### src/design/assert_macros.svh
// Assertion macros shared by the decoder RTL.
// No dependencies; included by files that check their own logic.
`ifndef ASSERT_MACROS_SVH
`define ASSERT_MACROS_SVH

// Checked on every edge, disabled while reset is held.
`define HBKD_ASSERT(label, clk, rstn, prop, msg) \
    label: assert property (@(posedge clk) disable iff (!rstn) prop) \
        else $error(msg);

// Checked on every edge, reset included.
`define HBKD_ASSERT_ALWAYS(label, clk, prop, msg) \
    label: assert property (@(posedge clk) prop) \
        else $error(msg);

`endif

### src/design/hbkd_pkg.sv
// Types, constants and key translation for the HID boot report decoder.
// No dependencies.
`default_nettype none

package hbkd_pkg;

    localparam int KEY_SLOTS    = 6;
    localparam int REPORT_SLOTS = 6;
    localparam int Q_DEPTH      = 2;
    localparam int Q_PTR_W      = 1;
    localparam int Q_CNT_W      = 2;

    localparam logic [6:0] MIN_REPORT_LEN  = 7'd8;
    localparam logic [7:0] MAX_RESERVED    = 8'h03;
    localparam logic [7:0] FIRST_PRINTABLE = 8'h04;
    localparam logic [7:0] LAST_PRINTABLE  = 8'h38;
    localparam int         LEFT_SHIFT_BIT  = 1;
    localparam int         RIGHT_SHIFT_BIT = 5;

    localparam logic [7:0] CODE_LEFT  = 8'h50;
    localparam logic [7:0] CODE_ENTER = 8'h28;
    localparam logic [7:0] CODE_UP    = 8'h52;
    localparam logic [7:0] CODE_RIGHT = 8'h4F;
    localparam logic [7:0] CODE_DOWN  = 8'h51;
    localparam logic [7:0] CODE_ESC   = 8'h29;

    typedef enum logic [1:0] {
        KIND_NONE  = 2'd0,
        KIND_JOY   = 2'd1,
        KIND_ASCII = 2'd2
    } kind_t;

    typedef enum logic [2:0] {
        JOY_LEFT  = 3'd0,
        JOY_ENTER = 3'd1,
        JOY_UP    = 3'd2,
        JOY_RIGHT = 3'd3,
        JOY_DOWN  = 3'd4,
        JOY_ESC   = 3'd5
    } joy_t;

    typedef logic [KEY_SLOTS-1:0][7:0] keys_t;
    typedef logic [KEY_SLOTS-1:0]      mask_t;

    // One accepted report with at least one new press.
    typedef struct packed {
        logic [7:0] modifier;
        keys_t      keys;
        mask_t      mask;
    } entry_t;

    typedef struct packed {
        kind_t      kind;
        logic [2:0] joy;
        logic [6:0] chr;
    } xlate_t;

    // {shifted, unshifted} ASCII for 0x04..0x38; zero means no character.
    function automatic logic [13:0] ascii_pair(input logic [7:0] code);
        logic [13:0] pair;
        pair = 14'd0;
        if (code >= 8'h04 && code <= 8'h1D) begin
            pair = {7'(8'h41 + code - 8'h04), 7'(8'h61 + code - 8'h04)};
        end
        else begin
            case (code)
                8'h1E: pair = {7'h21, 7'h31};
                8'h1F: pair = {7'h40, 7'h32};
                8'h20: pair = {7'h23, 7'h33};
                8'h21: pair = {7'h24, 7'h34};
                8'h22: pair = {7'h25, 7'h35};
                8'h23: pair = {7'h5E, 7'h36};
                8'h24: pair = {7'h26, 7'h37};
                8'h25: pair = {7'h2A, 7'h38};
                8'h26: pair = {7'h28, 7'h39};
                8'h27: pair = {7'h29, 7'h30};
                8'h28: pair = {7'h0D, 7'h0D};
                8'h2A: pair = {7'h00, 7'h08};
                8'h2C: pair = {7'h20, 7'h20};
                8'h2D: pair = {7'h5F, 7'h2D};
                8'h2E: pair = {7'h2B, 7'h3D};
                8'h2F: pair = {7'h7B, 7'h5B};
                8'h30: pair = {7'h7D, 7'h5D};
                8'h31: pair = {7'h7C, 7'h5C};
                8'h32: pair = {7'h7C, 7'h5C};
                8'h33: pair = {7'h3A, 7'h3B};
                8'h34: pair = {7'h22, 7'h27};
                8'h35: pair = {7'h7E, 7'h60};
                8'h36: pair = {7'h3C, 7'h2C};
                8'h37: pair = {7'h3E, 7'h2E};
                8'h38: pair = {7'h3F, 7'h2F};
                default: pair = 14'd0;
            endcase
        end
        return pair;
    endfunction

    function automatic xlate_t translate(input logic [7:0] modifier,
                                         input logic [7:0] code);
        xlate_t      r;
        logic [13:0] pair;
        logic [6:0]  ch;
        r    = '{kind: KIND_NONE, joy: 3'd0, chr: 7'd0};
        pair = ascii_pair(code);
        ch   = (modifier[LEFT_SHIFT_BIT] || modifier[RIGHT_SHIFT_BIT]) ?
               pair[13:7] : pair[6:0];
        case (code)
            CODE_LEFT:  r = '{kind: KIND_JOY, joy: JOY_LEFT,  chr: 7'd0};
            CODE_ENTER: r = '{kind: KIND_JOY, joy: JOY_ENTER, chr: 7'd0};
            CODE_UP:    r = '{kind: KIND_JOY, joy: JOY_UP,    chr: 7'd0};
            CODE_RIGHT: r = '{kind: KIND_JOY, joy: JOY_RIGHT, chr: 7'd0};
            CODE_DOWN:  r = '{kind: KIND_JOY, joy: JOY_DOWN,  chr: 7'd0};
            CODE_ESC:   r = '{kind: KIND_JOY, joy: JOY_ESC,   chr: 7'd0};
            default:
            begin
                if (code >= FIRST_PRINTABLE && code <= LAST_PRINTABLE && ch != 7'd0) begin
                    r = '{kind: KIND_ASCII, joy: 3'd0, chr: ch};
                end
            end
        endcase
        return r;
    endfunction

endpackage

`default_nettype wire

### src/design/hbkd_report_if.sv
// Report channel: valid/ready handshake carrying one boot keyboard report.
// No dependencies.
`default_nettype none

interface hbkd_report_if;
    logic       valid;
    logic       ready;
    logic [7:0] modifier_bits;
    logic [7:0] key_slot_0;
    logic [7:0] key_slot_1;
    logic [7:0] key_slot_2;
    logic [7:0] key_slot_3;
    logic [7:0] key_slot_4;
    logic [7:0] key_slot_5;
    logic [6:0] report_length;

    modport source (output valid, modifier_bits, key_slot_0, key_slot_1, key_slot_2,
                    key_slot_3, key_slot_4, key_slot_5, report_length, input ready);
    modport sink (input valid, modifier_bits, key_slot_0, key_slot_1, key_slot_2,
                  key_slot_3, key_slot_4, key_slot_5, report_length, output ready);
endinterface

`default_nettype wire

### src/design/hbkd_press_if.sv
// Press channel: valid/ready handshake carrying one decoded key press.
// No dependencies.
`default_nettype none

interface hbkd_press_if;
    logic       valid;
    logic       ready;
    logic [7:0] press_modifier;
    logic [7:0] press_keycode;
    logic [1:0] event_kind;
    logic [2:0] dir_index;
    logic [6:0] char_value;
    logic       last_of_report;

    modport source (output valid, press_modifier, press_keycode, event_kind,
                    dir_index, char_value, last_of_report, input ready);
    modport sink (input valid, press_modifier, press_keycode, event_kind,
                  dir_index, char_value, last_of_report, output ready);
endinterface

`default_nettype wire

### src/design/hbkd_front.sv
// Front end: takes reports, finds new presses against the previous report.
// Depends on hbkd_pkg and hbkd_report_if.
`default_nettype none

module hbkd_front (
    input  wire logic            clk,
    input  wire logic            rst_n,
    hbkd_report_if.sink          report,
    input  wire logic            q_full,
    output hbkd_pkg::entry_t     push_entry,
    output logic                 push
);

    hbkd_pkg::keys_t                          prev_reg;
    hbkd_pkg::keys_t                          prev_next;
    logic [hbkd_pkg::REPORT_SLOTS-1:0][7:0]  slots_in;
    hbkd_pkg::keys_t                          keys;
    hbkd_pkg::mask_t                          mask;
    logic                                     take;

    assign slots_in = {report.key_slot_5, report.key_slot_4, report.key_slot_3,
                       report.key_slot_2, report.key_slot_1, report.key_slot_0};

    assign report.ready = !q_full;
    assign take = report.valid && report.ready &&
                  (report.report_length >= hbkd_pkg::MIN_REPORT_LEN);

    always_comb
    begin
        logic seen;
        for (int i = 0; i < hbkd_pkg::KEY_SLOTS; i++) begin
            keys[i] = slots_in[i];
            seen = 1'b0;
            for (int j = 0; j < hbkd_pkg::KEY_SLOTS; j++) begin
                if (prev_reg[j] == slots_in[i]) begin
                    seen = 1'b1;
                end
            end
            mask[i] = (slots_in[i] > hbkd_pkg::MAX_RESERVED) && !seen;
        end
        prev_next = take ? keys : prev_reg;
    end

    assign push_entry = '{modifier: report.modifier_bits, keys: keys, mask: mask};
    assign push = take && (mask != '0);

    always_ff @(posedge clk or negedge rst_n)
    begin
        if (!rst_n) begin
            prev_reg <= '0;
        end
        else begin
            prev_reg <= prev_next;
        end
    end

endmodule

`default_nettype wire

### src/design/hbkd_queue.sv
// Two-entry queue of pending reports between front and back end.
// Depends on hbkd_pkg.
`default_nettype none

module hbkd_queue (
    input  wire logic                       clk,
    input  wire logic                       rst_n,
    input  wire logic                       push,
    input  wire hbkd_pkg::entry_t           push_entry,
    input  wire logic                       pop,
    output hbkd_pkg::entry_t                head,
    output logic                            q_valid,
    output logic                            q_full,
    output logic [hbkd_pkg::Q_CNT_W-1:0]    count
);

    hbkd_pkg::entry_t                    mem_reg [hbkd_pkg::Q_DEPTH];
    logic [hbkd_pkg::Q_PTR_W-1:0]        wr_reg, wr_next;
    logic [hbkd_pkg::Q_PTR_W-1:0]        rd_reg, rd_next;
    logic [hbkd_pkg::Q_CNT_W-1:0]        cnt_reg, cnt_next;
    logic                                do_push, do_pop;

    assign q_valid = (cnt_reg != '0);
    assign q_full  = (cnt_reg == hbkd_pkg::Q_CNT_W'(hbkd_pkg::Q_DEPTH));
    assign head    = mem_reg[rd_reg];
    assign count   = cnt_reg;
    assign do_push = push && !q_full;
    assign do_pop  = pop && q_valid;

    always_comb
    begin
        wr_next  = do_push ? wr_reg + 1'b1 : wr_reg;
        rd_next  = do_pop ? rd_reg + 1'b1 : rd_reg;
        cnt_next = cnt_reg;
        if (do_push && !do_pop)
        begin
            cnt_next = cnt_reg + 1'b1;
        end
        else if (do_pop && !do_push)
        begin
            cnt_next = cnt_reg - 1'b1;
        end
    end

    always_ff @(posedge clk or negedge rst_n)
    begin
        if (!rst_n)
        begin
            wr_reg  <= '0;
            rd_reg  <= '0;
            cnt_reg <= '0;
        end
        else
        begin
            wr_reg  <= wr_next;
            rd_reg  <= rd_next;
            cnt_reg <= cnt_next;
        end
    end

    always_ff @(posedge clk)
    begin
        if (do_push)
        begin
            mem_reg[wr_reg] <= push_entry;
        end
    end

endmodule

`default_nettype wire

### src/design/hbkd_back.sv
// Back end: walks the new-press mask one slot a cycle while press.ready allows, and emits results.
// Depends on hbkd_pkg and hbkd_press_if.
`default_nettype none

module hbkd_back (
    input  wire logic              clk,
    input  wire logic              rst_n,
    input  wire hbkd_pkg::entry_t  head,
    input  wire logic              q_valid,
    output logic                   pop,
    hbkd_press_if.source           press
);

    logic [7:0]       mod_reg, mod_next;
    hbkd_pkg::keys_t  keys_reg, keys_next;
    hbkd_pkg::mask_t  mask_reg, mask_next;

    logic             valid_reg, valid_next;
    logic [7:0]       omod_reg, omod_next;
    logic [7:0]       okey_reg, okey_next;
    hbkd_pkg::xlate_t ox_reg, ox_next;
    logic             olast_reg, olast_next;

    hbkd_pkg::mask_t  pick;
    hbkd_pkg::mask_t  rem;
    logic [7:0]       key;
    logic             fire;

    always_comb
    begin
        logic found;
        found = 1'b0;
        pick  = '0;
        key   = '0;
        for (int i = 0; i < hbkd_pkg::KEY_SLOTS; i++)
        begin
            if (mask_reg[i] && !found)
            begin
                found   = 1'b1;
                pick[i] = 1'b1;
                key     = keys_reg[i];
            end
        end
        rem  = mask_reg & ~pick;
        fire = (mask_reg != '0) && (!valid_reg || press.ready);
        pop  = q_valid && ((mask_reg == '0) || (fire && (rem == '0)));

        mod_next  = mod_reg;
        keys_next = keys_reg;
        mask_next = fire ? rem : mask_reg;
        if (pop)
        begin
            mod_next  = head.modifier;
            keys_next = head.keys;
            mask_next = head.mask;
        end

        valid_next = valid_reg && !press.ready;
        omod_next  = omod_reg;
        okey_next  = okey_reg;
        ox_next    = ox_reg;
        olast_next = olast_reg;
        if (fire)
        begin
            valid_next = 1'b1;
            omod_next  = mod_reg;
            okey_next  = key;
            ox_next    = hbkd_pkg::translate(mod_reg, key);
            olast_next = (rem == '0);
        end
    end

    always_ff @(posedge clk or negedge rst_n)
    begin
        if (!rst_n)
        begin
            mask_reg  <= '0;
            valid_reg <= 1'b0;
        end
        else
        begin
            mask_reg  <= mask_next;
            valid_reg <= valid_next;
        end
    end

    always_ff @(posedge clk)
    begin
        mod_reg   <= mod_next;
        keys_reg  <= keys_next;
        omod_reg  <= omod_next;
        okey_reg  <= okey_next;
        ox_reg    <= ox_next;
        olast_reg <= olast_next;
    end

    assign press.valid          = valid_reg;
    assign press.press_modifier = omod_reg;
    assign press.press_keycode  = okey_reg;
    assign press.event_kind     = ox_reg.kind;
    assign press.dir_index      = ox_reg.joy;
    assign press.char_value     = ox_reg.chr;
    assign press.last_of_report = olast_reg;

endmodule

`default_nettype wire

### src/design/hid_boot_report_key_press_decoder_core.sv
// HID boot keyboard report decoder, top level.
// Channels: report (sink) takes one boot report a word: modifier, six key
// slots and the received length; press (source) gives one word per new key
// press with the modifier, keycode and its joystick or ASCII translation,
// last_of_report marking the final press of a report.
// Reports shorter than 8 bytes are dropped and leave the stored keys alone;
// reports with no new press update the stored keys and give no word.
// Throughput: the back end emits one press per cycle while press.ready
// allows, and a report holds at most 6 new presses; the front end takes one
// report per cycle while the two-entry queue has room.
// Reset clears the stored keys to zero, empties the queue and drops the
// output word. When press.ready is low the output word holds, the back end
// stops, the queue fills and then report.ready drops.
// Depends on hbkd_pkg, the two channel interfaces, hbkd_front, hbkd_queue
// and hbkd_back.
`default_nettype none
`include "assert_macros.svh"

module hid_boot_report_key_press_decoder_core (
    input  wire logic     clk,
    input  wire logic     rst_n,
    hbkd_report_if.sink   report,
    hbkd_press_if.source  press
);

    hbkd_pkg::entry_t                  push_entry;
    hbkd_pkg::entry_t                  head;
    logic                              push;
    logic                              pop;
    logic                              q_valid;
    logic                              q_full;
    logic [hbkd_pkg::Q_CNT_W-1:0]      q_count;

    hbkd_front u_front (
        .clk        (clk),
        .rst_n      (rst_n),
        .report     (report),
        .q_full     (q_full),
        .push_entry (push_entry),
        .push       (push)
    );

    hbkd_queue u_queue (
        .clk        (clk),
        .rst_n      (rst_n),
        .push       (push),
        .push_entry (push_entry),
        .pop        (pop),
        .head       (head),
        .q_valid    (q_valid),
        .q_full     (q_full),
        .count      (q_count)
    );

    hbkd_back u_back (
        .clk     (clk),
        .rst_n   (rst_n),
        .head    (head),
        .q_valid (q_valid),
        .pop     (pop),
        .press   (press)
    );

    `HBKD_ASSERT(a_full_stalls, clk, rst_n, q_full |-> !report.ready, "queue full but ready")
    `HBKD_ASSERT(a_count_range, clk, rst_n, q_count <= hbkd_pkg::Q_CNT_W'(hbkd_pkg::Q_DEPTH), "queue overflow")
    `HBKD_ASSERT_ALWAYS(a_key_range, clk, !rst_n || !press.valid || press.press_keycode > hbkd_pkg::MAX_RESERVED, "reserved keycode emitted")
    `HBKD_ASSERT(a_char_unused, clk, rst_n, (press.valid && press.event_kind != hbkd_pkg::KIND_ASCII) |-> press.char_value == 7'd0, "char set without ASCII kind")

endmodule

`default_nettype wire
### src/flat_wrapper.sv
// flat-port wrapper written by rule: the top's interface ports become plain ports
module hid_boot_report_key_press_decoder_core_flat 
  (clk, rst_n, report_valid, report_modifier_bits, report_key_slot_0, report_key_slot_1, report_key_slot_2, report_key_slot_3, report_key_slot_4, report_key_slot_5, report_report_length, report_ready, press_valid, press_press_modifier, press_press_keycode, press_event_kind, press_dir_index, press_char_value, press_last_of_report, press_ready);
  hbkd_report_if report_i ();
  hbkd_press_if press_i ();
  input  wire logic clk;
  input  wire logic rst_n;
  input wire logic [$bits(report_i.valid)-1:0] report_valid;
  input wire logic [$bits(report_i.modifier_bits)-1:0] report_modifier_bits;
  input wire logic [$bits(report_i.key_slot_0)-1:0] report_key_slot_0;
  input wire logic [$bits(report_i.key_slot_1)-1:0] report_key_slot_1;
  input wire logic [$bits(report_i.key_slot_2)-1:0] report_key_slot_2;
  input wire logic [$bits(report_i.key_slot_3)-1:0] report_key_slot_3;
  input wire logic [$bits(report_i.key_slot_4)-1:0] report_key_slot_4;
  input wire logic [$bits(report_i.key_slot_5)-1:0] report_key_slot_5;
  input wire logic [$bits(report_i.report_length)-1:0] report_report_length;
  output wire logic [$bits(report_i.ready)-1:0] report_ready;
  output wire logic [$bits(press_i.valid)-1:0] press_valid;
  output wire logic [$bits(press_i.press_modifier)-1:0] press_press_modifier;
  output wire logic [$bits(press_i.press_keycode)-1:0] press_press_keycode;
  output wire logic [$bits(press_i.event_kind)-1:0] press_event_kind;
  output wire logic [$bits(press_i.dir_index)-1:0] press_dir_index;
  output wire logic [$bits(press_i.char_value)-1:0] press_char_value;
  output wire logic [$bits(press_i.last_of_report)-1:0] press_last_of_report;
  input wire logic [$bits(press_i.ready)-1:0] press_ready;
  assign report_i.valid = report_valid;
  assign report_i.modifier_bits = report_modifier_bits;
  assign report_i.key_slot_0 = report_key_slot_0;
  assign report_i.key_slot_1 = report_key_slot_1;
  assign report_i.key_slot_2 = report_key_slot_2;
  assign report_i.key_slot_3 = report_key_slot_3;
  assign report_i.key_slot_4 = report_key_slot_4;
  assign report_i.key_slot_5 = report_key_slot_5;
  assign report_i.report_length = report_report_length;
  assign report_ready = report_i.ready;
  assign press_valid = press_i.valid;
  assign press_press_modifier = press_i.press_modifier;
  assign press_press_keycode = press_i.press_keycode;
  assign press_event_kind = press_i.event_kind;
  assign press_dir_index = press_i.dir_index;
  assign press_char_value = press_i.char_value;
  assign press_last_of_report = press_i.last_of_report;
  assign press_i.ready = press_ready;
  hid_boot_report_key_press_decoder_core u_core (.clk(clk), .rst_n(rst_n), .report(report_i), .press(press_i));
endmodule
### config.mk
export PLATFORM = sky130hd
export DESIGN_NAME = hid_boot_report_key_press_decoder_core_flat
export DESIGN_NICKNAME = d
export VERILOG_FILES = /design/src/design/hbkd_pkg.sv /design/src/design/hbkd_report_if.sv /design/src/design/hbkd_press_if.sv /design/src/design/hbkd_front.sv /design/src/design/hbkd_queue.sv /design/src/design/hbkd_back.sv /design/src/design/hid_boot_report_key_press_decoder_core.sv /design/src/flat_wrapper.sv
export VERILOG_INCLUDE_DIRS = /design/src /design/src/design
export SDC_FILE = /design/constraint.sdc
export NUM_CORES = 1
export LEC_CHECK = 0
export BUFFER_PORTS_ARGS = -buffer_cell sky130_fd_sc_hd__buf_4
export CAP_MARGIN = 20
export CORE_ASPECT_RATIO = 0.5
export CORE_MARGIN = 1.5
export CORE_UTILIZATION = 30
export CTS_BUF_LIST = sky130_fd_sc_hd__clkbuf_4
export DETAILED_ROUTE_END_ITERATION = 10
export SLEW_MARGIN = 5
export SYNTH_ARGS = -nofsm -noshare
export SYNTH_HDL_FRONTEND = slang
export SYNTH_SLANG_ARGS = --single-unit
### constraint.sdc
create_clock -name clk -period 5.2 [get_ports clk]
set_clock_uncertainty 0.05 [all_clocks]
set_input_delay 0.78 -clock clk [delete_from_list [all_inputs] [get_ports clk]]
set_output_delay 0.78 -clock clk [all_outputs]
set_load 0.01 [all_outputs]
**Word level (Yosys, flattened, before mapping)**

Memory sizes are Yosys's and may differ from the RTL's.
Index checks and enable logic that the tools add are counted.

- Flip-flop bits (word level): 144
- Bits in writable memories: 124
- Memory bits (read-only): 896
- Input port bits: 67
- Output and inout port bits: 31
- Logic and storage cells: 207
- Memories: 2

Memories:

| name | words | width | read ports | clocked after Yosys merged registers in | wr ports | RTL line | RTL |
|---|---|---|---|---|---|---|---|
| (no name shown) | 64 | 14 | 1 | 0 | 0 | hbkd_pkg.sv:66 | `case (code)` |
| u_core.u_queue.mem_reg | 2 | 62 | 1 | 0 | 1 | hbkd_queue.sv:17 | `hbkd_pkg::entry_t mem_reg [hbkd_pkg::Q_DEPTH];` |

- Add/sub/neg operators: 8
- Magnitude comparators: 10
- Eq/ne operators: 43
- Multiplexer cells: 65
- Bitwise logic cells: 2
- Reductions and logical operators: 53

Operators by type and width:

| cell | number |
|---|---|
| $eq A8 B8 Y1 | 36 |
| $pmux W12 S6 | 1 |
| $mux W1 | 49 |
| $gt A8 B2 Y1 const B | 6 |
| $mux W8 | 6 |
| $mux W14 | 3 |
| $eq A8 B7 Y1 const B | 4 |
| $logic_and A1 B1 Y1 | 25 |
| $eq A8 B6 Y1 const B | 2 |
| $logic_not A1 Y1 | 16 |
| $add A7 B7 Y7 const A | 2 |
| $sub A7 B3 Y7 const B | 2 |
| $logic_not A6 Y1 | 2 |
| $mux W12 | 1 |
| $mux W6 | 2 |
| $reduce_bool A6 Y1 | 2 |
| $ge A8 B3 Y1 const B | 1 |
| $le A8 B5 Y1 const B | 1 |
| $le A8 B6 Y1 const B | 1 |
| $ge A7 B4 Y1 const B | 1 |
| $mux W7 | 1 |
| $reduce_bool A7 Y1 | 1 |
| $and A6 B6 Y6 | 1 |
| $not A6 Y6 | 1 |
| other kinds (8) | 14 |

**Longest topological paths before layout**

- Depth after elaboration: 26
- Mapped depth: 16
- Depth with buffers taken out: 14

**Cells and area by module**

A second synthesis with hierarchy kept.

- Cell total of the unflattened synthesis: 1253
- Area, all modules: 15367.2 µm²

Modules (own cells, without submodules):

| module | times used | cells each | area each (µm²) | seq. area each (µm²) |
|---|---|---|---|---|
| hbkd_front | 1 | 661 | 5858.1 | 1201.2 |
| hbkd_queue | 1 | 212 | 4972.3 | 3823.7 |
| hbkd_back | 1 | 380 | 4536.9 | 2727.6 |

**Worst setup path after synthesis**

Ideal clock, no wire load.

- Kind: in2reg
- Start point: input report_key_slot_4[6]
- End point: memory u_core.u_queue.mem_reg[0][0] in the netlist's numbering (enable)
- Setup time: 490 ps
- Data arrival time: 4975 ps
- Data required time: 4660 ps
- Slack: -315 ps
- Cell stages on the path: 9
- Buffers on the path: 1
- Cells stage by stage: clkbuf_1 -> xor2_1 -> nor4_1 -> nand2_1 -> o21ai_0 -> nor4_1 -> nor4_1 -> a21oi_1 -> nor2b_1

RTL lines:

| element | RTL line | RTL |
|---|---|---|
| start: declaration | flat_wrapper.sv:14 | `input wire logic [$bits(report_i.key_slot_4)-1:0] report_key_slot_4;` |
| end: declaration | hbkd_queue.sv:17 |  |

**Final worst setup path**

- Start point: register u_core.u_back.mask_reg[1]
- End point: register u_core.u_back.ox_reg, in the netlist u_core.u_back.press.event_kind[1] (data pin)

- Cells in the longest elaborated chain, start to end: 23
- Elaborated cells between the ends (all ways): 43
- Those cells by class: add/sub: 4; order compare: 3; eq/ne: 6; mux: 15; reduce/logical: 14; memory: 1

Ends and longest elaborated chain:

| element | RTL line | RTL |
|---|---|---|
| start: declaration | hbkd_back.sv:16 | `hbkd_pkg::mask_t mask_reg, mask_next;` |
| start signal: assignment | hbkd_back.sv:82 | `mask_reg <= mask_next;` |
| $logic_and A1 B1 Y1 (*) | hbkd_back.sv:37 | `if (mask_reg[i] && !found)` |
| $mux W1 | hbkd_back.sv:37 |  |
| $logic_not A1 Y1 | hbkd_back.sv:37 |  |
| $logic_and A1 B1 Y1 | hbkd_back.sv:37 |  |
| $mux W1 | hbkd_back.sv:37 |  |
| $logic_not A1 Y1 | hbkd_back.sv:37 |  |
| $logic_and A1 B1 Y1 | hbkd_back.sv:37 |  |
| $mux W1 | hbkd_back.sv:37 |  |
| (+7 left out) | n/a |  |
| $sub A7 B3 Y7, or another cell as far along | hbkd_pkg.sv:63 | `pair = {7'(8'h41 + code - 8'h04), 7'(8'h61 + code - 8'h04)};` |
| $mux W14 | hbkd_pkg.sv:62 | `if (code >= 8'h04 && code <= 8'h1D) begin` |
| $mux W14 | hbkd_back.sv:63 | `if (fire)` |
| $mux W7 | hbkd_pkg.sv:105 | `ch = (modifier[LEFT_SHIFT_BIT] \|\| modifier[RIGHT_SHIFT_BIT]) ?` |
| $reduce_bool A7 Y1 | hbkd_pkg.sv:116 | `if (code >= FIRST_PRINTABLE && code <= LAST_PRINTABLE && ch != 7'd0) begin` |
| $logic_and A1 B1 Y1 | hbkd_pkg.sv:116 |  |
| $mux W12 | hbkd_pkg.sv:116 |  |
| $pmux W12 S6 (*) | hbkd_pkg.sv:107 | `case (code)` |
| end signal: assignment | hbkd_back.sv:93 | `ox_reg <= ox_next;` |
| end: declaration | hbkd_back.sv:21 | `hbkd_pkg::xlate_t ox_reg, ox_next;` |

Mark *: on every way between the ends. The rest lies on a longest branch, timed or not. The select of a mux whose other input is x is not followed.
A chain may end at the register's enable or synchronous reset.

==> results.md <==
* Syn nets at 1265
* Leak at roughly 0.0055 uW
* Die area at just under 0.05 mm2
* Final hold vios at 0
* Cts-stage hold buffer count at 0
* Vias in the first global route at approximately 9600
* CP Launch Type: register
* Via-to-Cell Ratio at 5.021
* First-pass GRT wire length at 59.73 mm
* Total number of vias at 9695
* Main combinational cell family by area after synthesis: XOR/XNOR gates
* Synthesized cell area at about 0.014 mm2
* Fmax at 237.9 MHz
* CP Class: register to register
* Final HPWL DP at 26.39 mm
* Most frequent cells in the layout: xnor2_1, edfxtp_1, buf_4, mux2_2, clkbuf_4
* Std-Cell Core Area at 0.04723 mm2
* Minimum clock period at 4.204 ns
* Tot GR Track Use at between 15 and 20%
* Die Wd at 313.6 um
* Starting Density at between 30% and 40%
* Outcome: completed
* Largest net degree at the start of global routing at 60
* # IOs at 98
* TritonCTS buffer count at 69
* NumNets Final at 1318
* Compound-Gate Fraction of Synth Area at 6.529%
* Final Max Slew Viols at 0
* Max FFs per register at ~120
* Placed Area at 0.01566 mm2
* Endpoints failing setup at 0
* Actual slew at the worst max-slew pin at 1.010 ns
* Detailed Route Iter0 Violations at 683
* Post-synth ARST share at roughly 22%
* Max IR drop VDD at around 0.00024 V
* Drt first pass iters at 5
* Routed Antenna Nets at 0
* Rows at 56
* DRC viols at 0
* Max-Cap Viols at 0
* Layout cell share with drive strength beyond 1 at 26.47%
* Critical path peak fanout at 18
* Post-synthesis xor/xnor area fraction at ~18%
* H-tree depth at 3
* Adder-cell share of the synthesized area at 0.9339%
* Sequential fraction of the synthesis area at 53.58%
* Mux cell area share after synthesis at 8.648%
* Post-CTS setup buffers at 0
* Cells after Synth at 1188
* Crit path DAT at between 4 and 5 ns
* Setup TNS at 0 ns
* Clk buf depth at 3
* CTS tree: yes
* Commonest non-fill, non-tap cell in the layout: xnor2_1
* Min-delay worst type: input port to asynchronous set/reset pin
* Synth warnings at 0
* IO Port Bufs at 94
* Worst-Skew Late Latency at ~0.75 ns
* Tcrit/Tclk final at 80.84%
* Post-synth cell types at 65
* Simple-gate share of the synthesized area at 8.708%
* Die height at 158.3 um
* GP Congestion at 0.8927
* CP required at 5.72 ns
* Power Total at 10590 uW
* Synth-to-layout area growth at 14.50%
* Final wirelength at 39.60 mm
* Syn_area_per_cell at 12.18 um2
* Final Hold Slack at 0.1011 ns
* Grt ovf at 0
* Clk sink count at 268
* Root Buffer: clkbuf_4
* Yosys reg bits at 268
* WL/cell at 20.51 um
* Prevailing post-synth register cell: edfxtp_1
* Initial antenna violation count at 1
* Crit end category: register
* Clk slew on worst S/H paths at 0.07 ns
* PwrDens at 639.0 mW/mm2
* Slew HR at 32.02%
* RSZ-0062 raised after global routing: no
* CTS-repair resized insts at 0
* Fin area at 0.01657 mm2
* EDFF count, synth at 209
-- layout make-up --
type / count / area (um2)
diodes: 1 / 2.502
clock buffers: 101 / 758.2
clock inverters: 21 / 146.4
fillers: 4669 / 30660
inverters: 12 / 45.04
multi-input cells: 780 / 6187
flip-flops and latches: 268 / 7754
well taps: 638 / 798.3
repair buffers: 110 / 875.8
-- synthesized netlist by cell type, types with 10 or more instances --
| library cell | number | area (um2) |
|---|---|---|
| xnor2_1 | 243 | 2128 |
| edfxtp_1 | 209 | 6276 |
| mux2_2 | 104 | 1171 |
| clkbuf_1 | 99 | 371.6 |
| nand4_1 | 63 | 394.1 |
| dfrtp_1 | 59 | 1476 |
| xor2_1 | 51 | 446.7 |
| nand2_1 | 42 | 157.7 |
| a21oi_1 | 30 | 150.1 |
| o21ai_0 | 29 | 145.1 |
| nor2_1 | 25 | 93.84 |
| nor4_1 | 25 | 156.4 |
| buf_1 | 19 | 71.32 |
| nor3_1 | 15 | 75.07 |
| o22ai_1 | 12 | 75.07 |
| ha_1 | 10 | 125.1 |
| inv_1 | 10 | 37.54 |
-- routing by layer --
metal,part of all wire (%),global-route usage [%]
met5,0,0
met4,2.9,6.050
met1,43,19.71
met2,49,27.46
met3,5.8,3.881
-- cells by family after synthesis --
kind of cell	after synthesis
buf+inv	140
xor+xnor	294
flops	268
compound gates	138
fa+ha+maj	11
simple gates	225
mux	112
-- worst max-delay path: stages (launching register included) --
cell	delay (ns)
dfrtp_1	0.60
or3_1	0.63
or2_1	0.42
o22a_1	0.35
nor2_4	0.33
inv_1	0.33
or3_1	0.43
and3b_1	0.20
a2111oi_2	0.39
a21oi_1	0.15
a31oi_1	0.15
-- through the flow --
stage	setup slack, ns	utilization (%)	instances
after floorplan	0.8628	-	1188
after global placement	1.009	33.16	1808
after detailed placement	1.038	33.16	1808
after CTS	1.016	35.08	1930
after global routing	0.6232	35.08	1931
final	0.9964	35.08	1931
-- where the power goes --
group	total, uW	internal (uW)	switching, uW
Combinational	4630	2070	2560
Sequential	4090	3190	896
Clock	1870	993	873
-- worst paths after layout --
kind / startpoint / to / slack [ns] / cells past startpoint
setup / recovery: u_core.u_back.mask_reg[1]$_DFFE_PN0P_ / u_core.u_back.press.event_kind[1]$_DFFE_PP_ / 1.0 / 10
max in group asynchronous: rst_n / u_core.u_queue.rd_reg$_DFFE_PN0P_ / 4.37 / 1
hold reg to reg: u_core.u_back.mod_reg[4]$_DFFE_PP_ / u_core.u_back.press.press_modifier[4]$_DFFE_PP_ / 0.35 / 0
min in group clk: report_modifier_bits[0] / u_core.u_queue.mem_reg[1][54]$_DFFE_PP_ / 0.19 / 1
setup reg to reg: u_core.u_back.mask_reg[1]$_DFFE_PN0P_ / u_core.u_back.press.event_kind[1]$_DFFE_PP_ / 1.0 / 10
hold / removal: rst_n / u_core.u_front.prev_reg[5]$_DFFE_PN0P_ / 0.10 / 1
(Power assumes the default switching activity.)
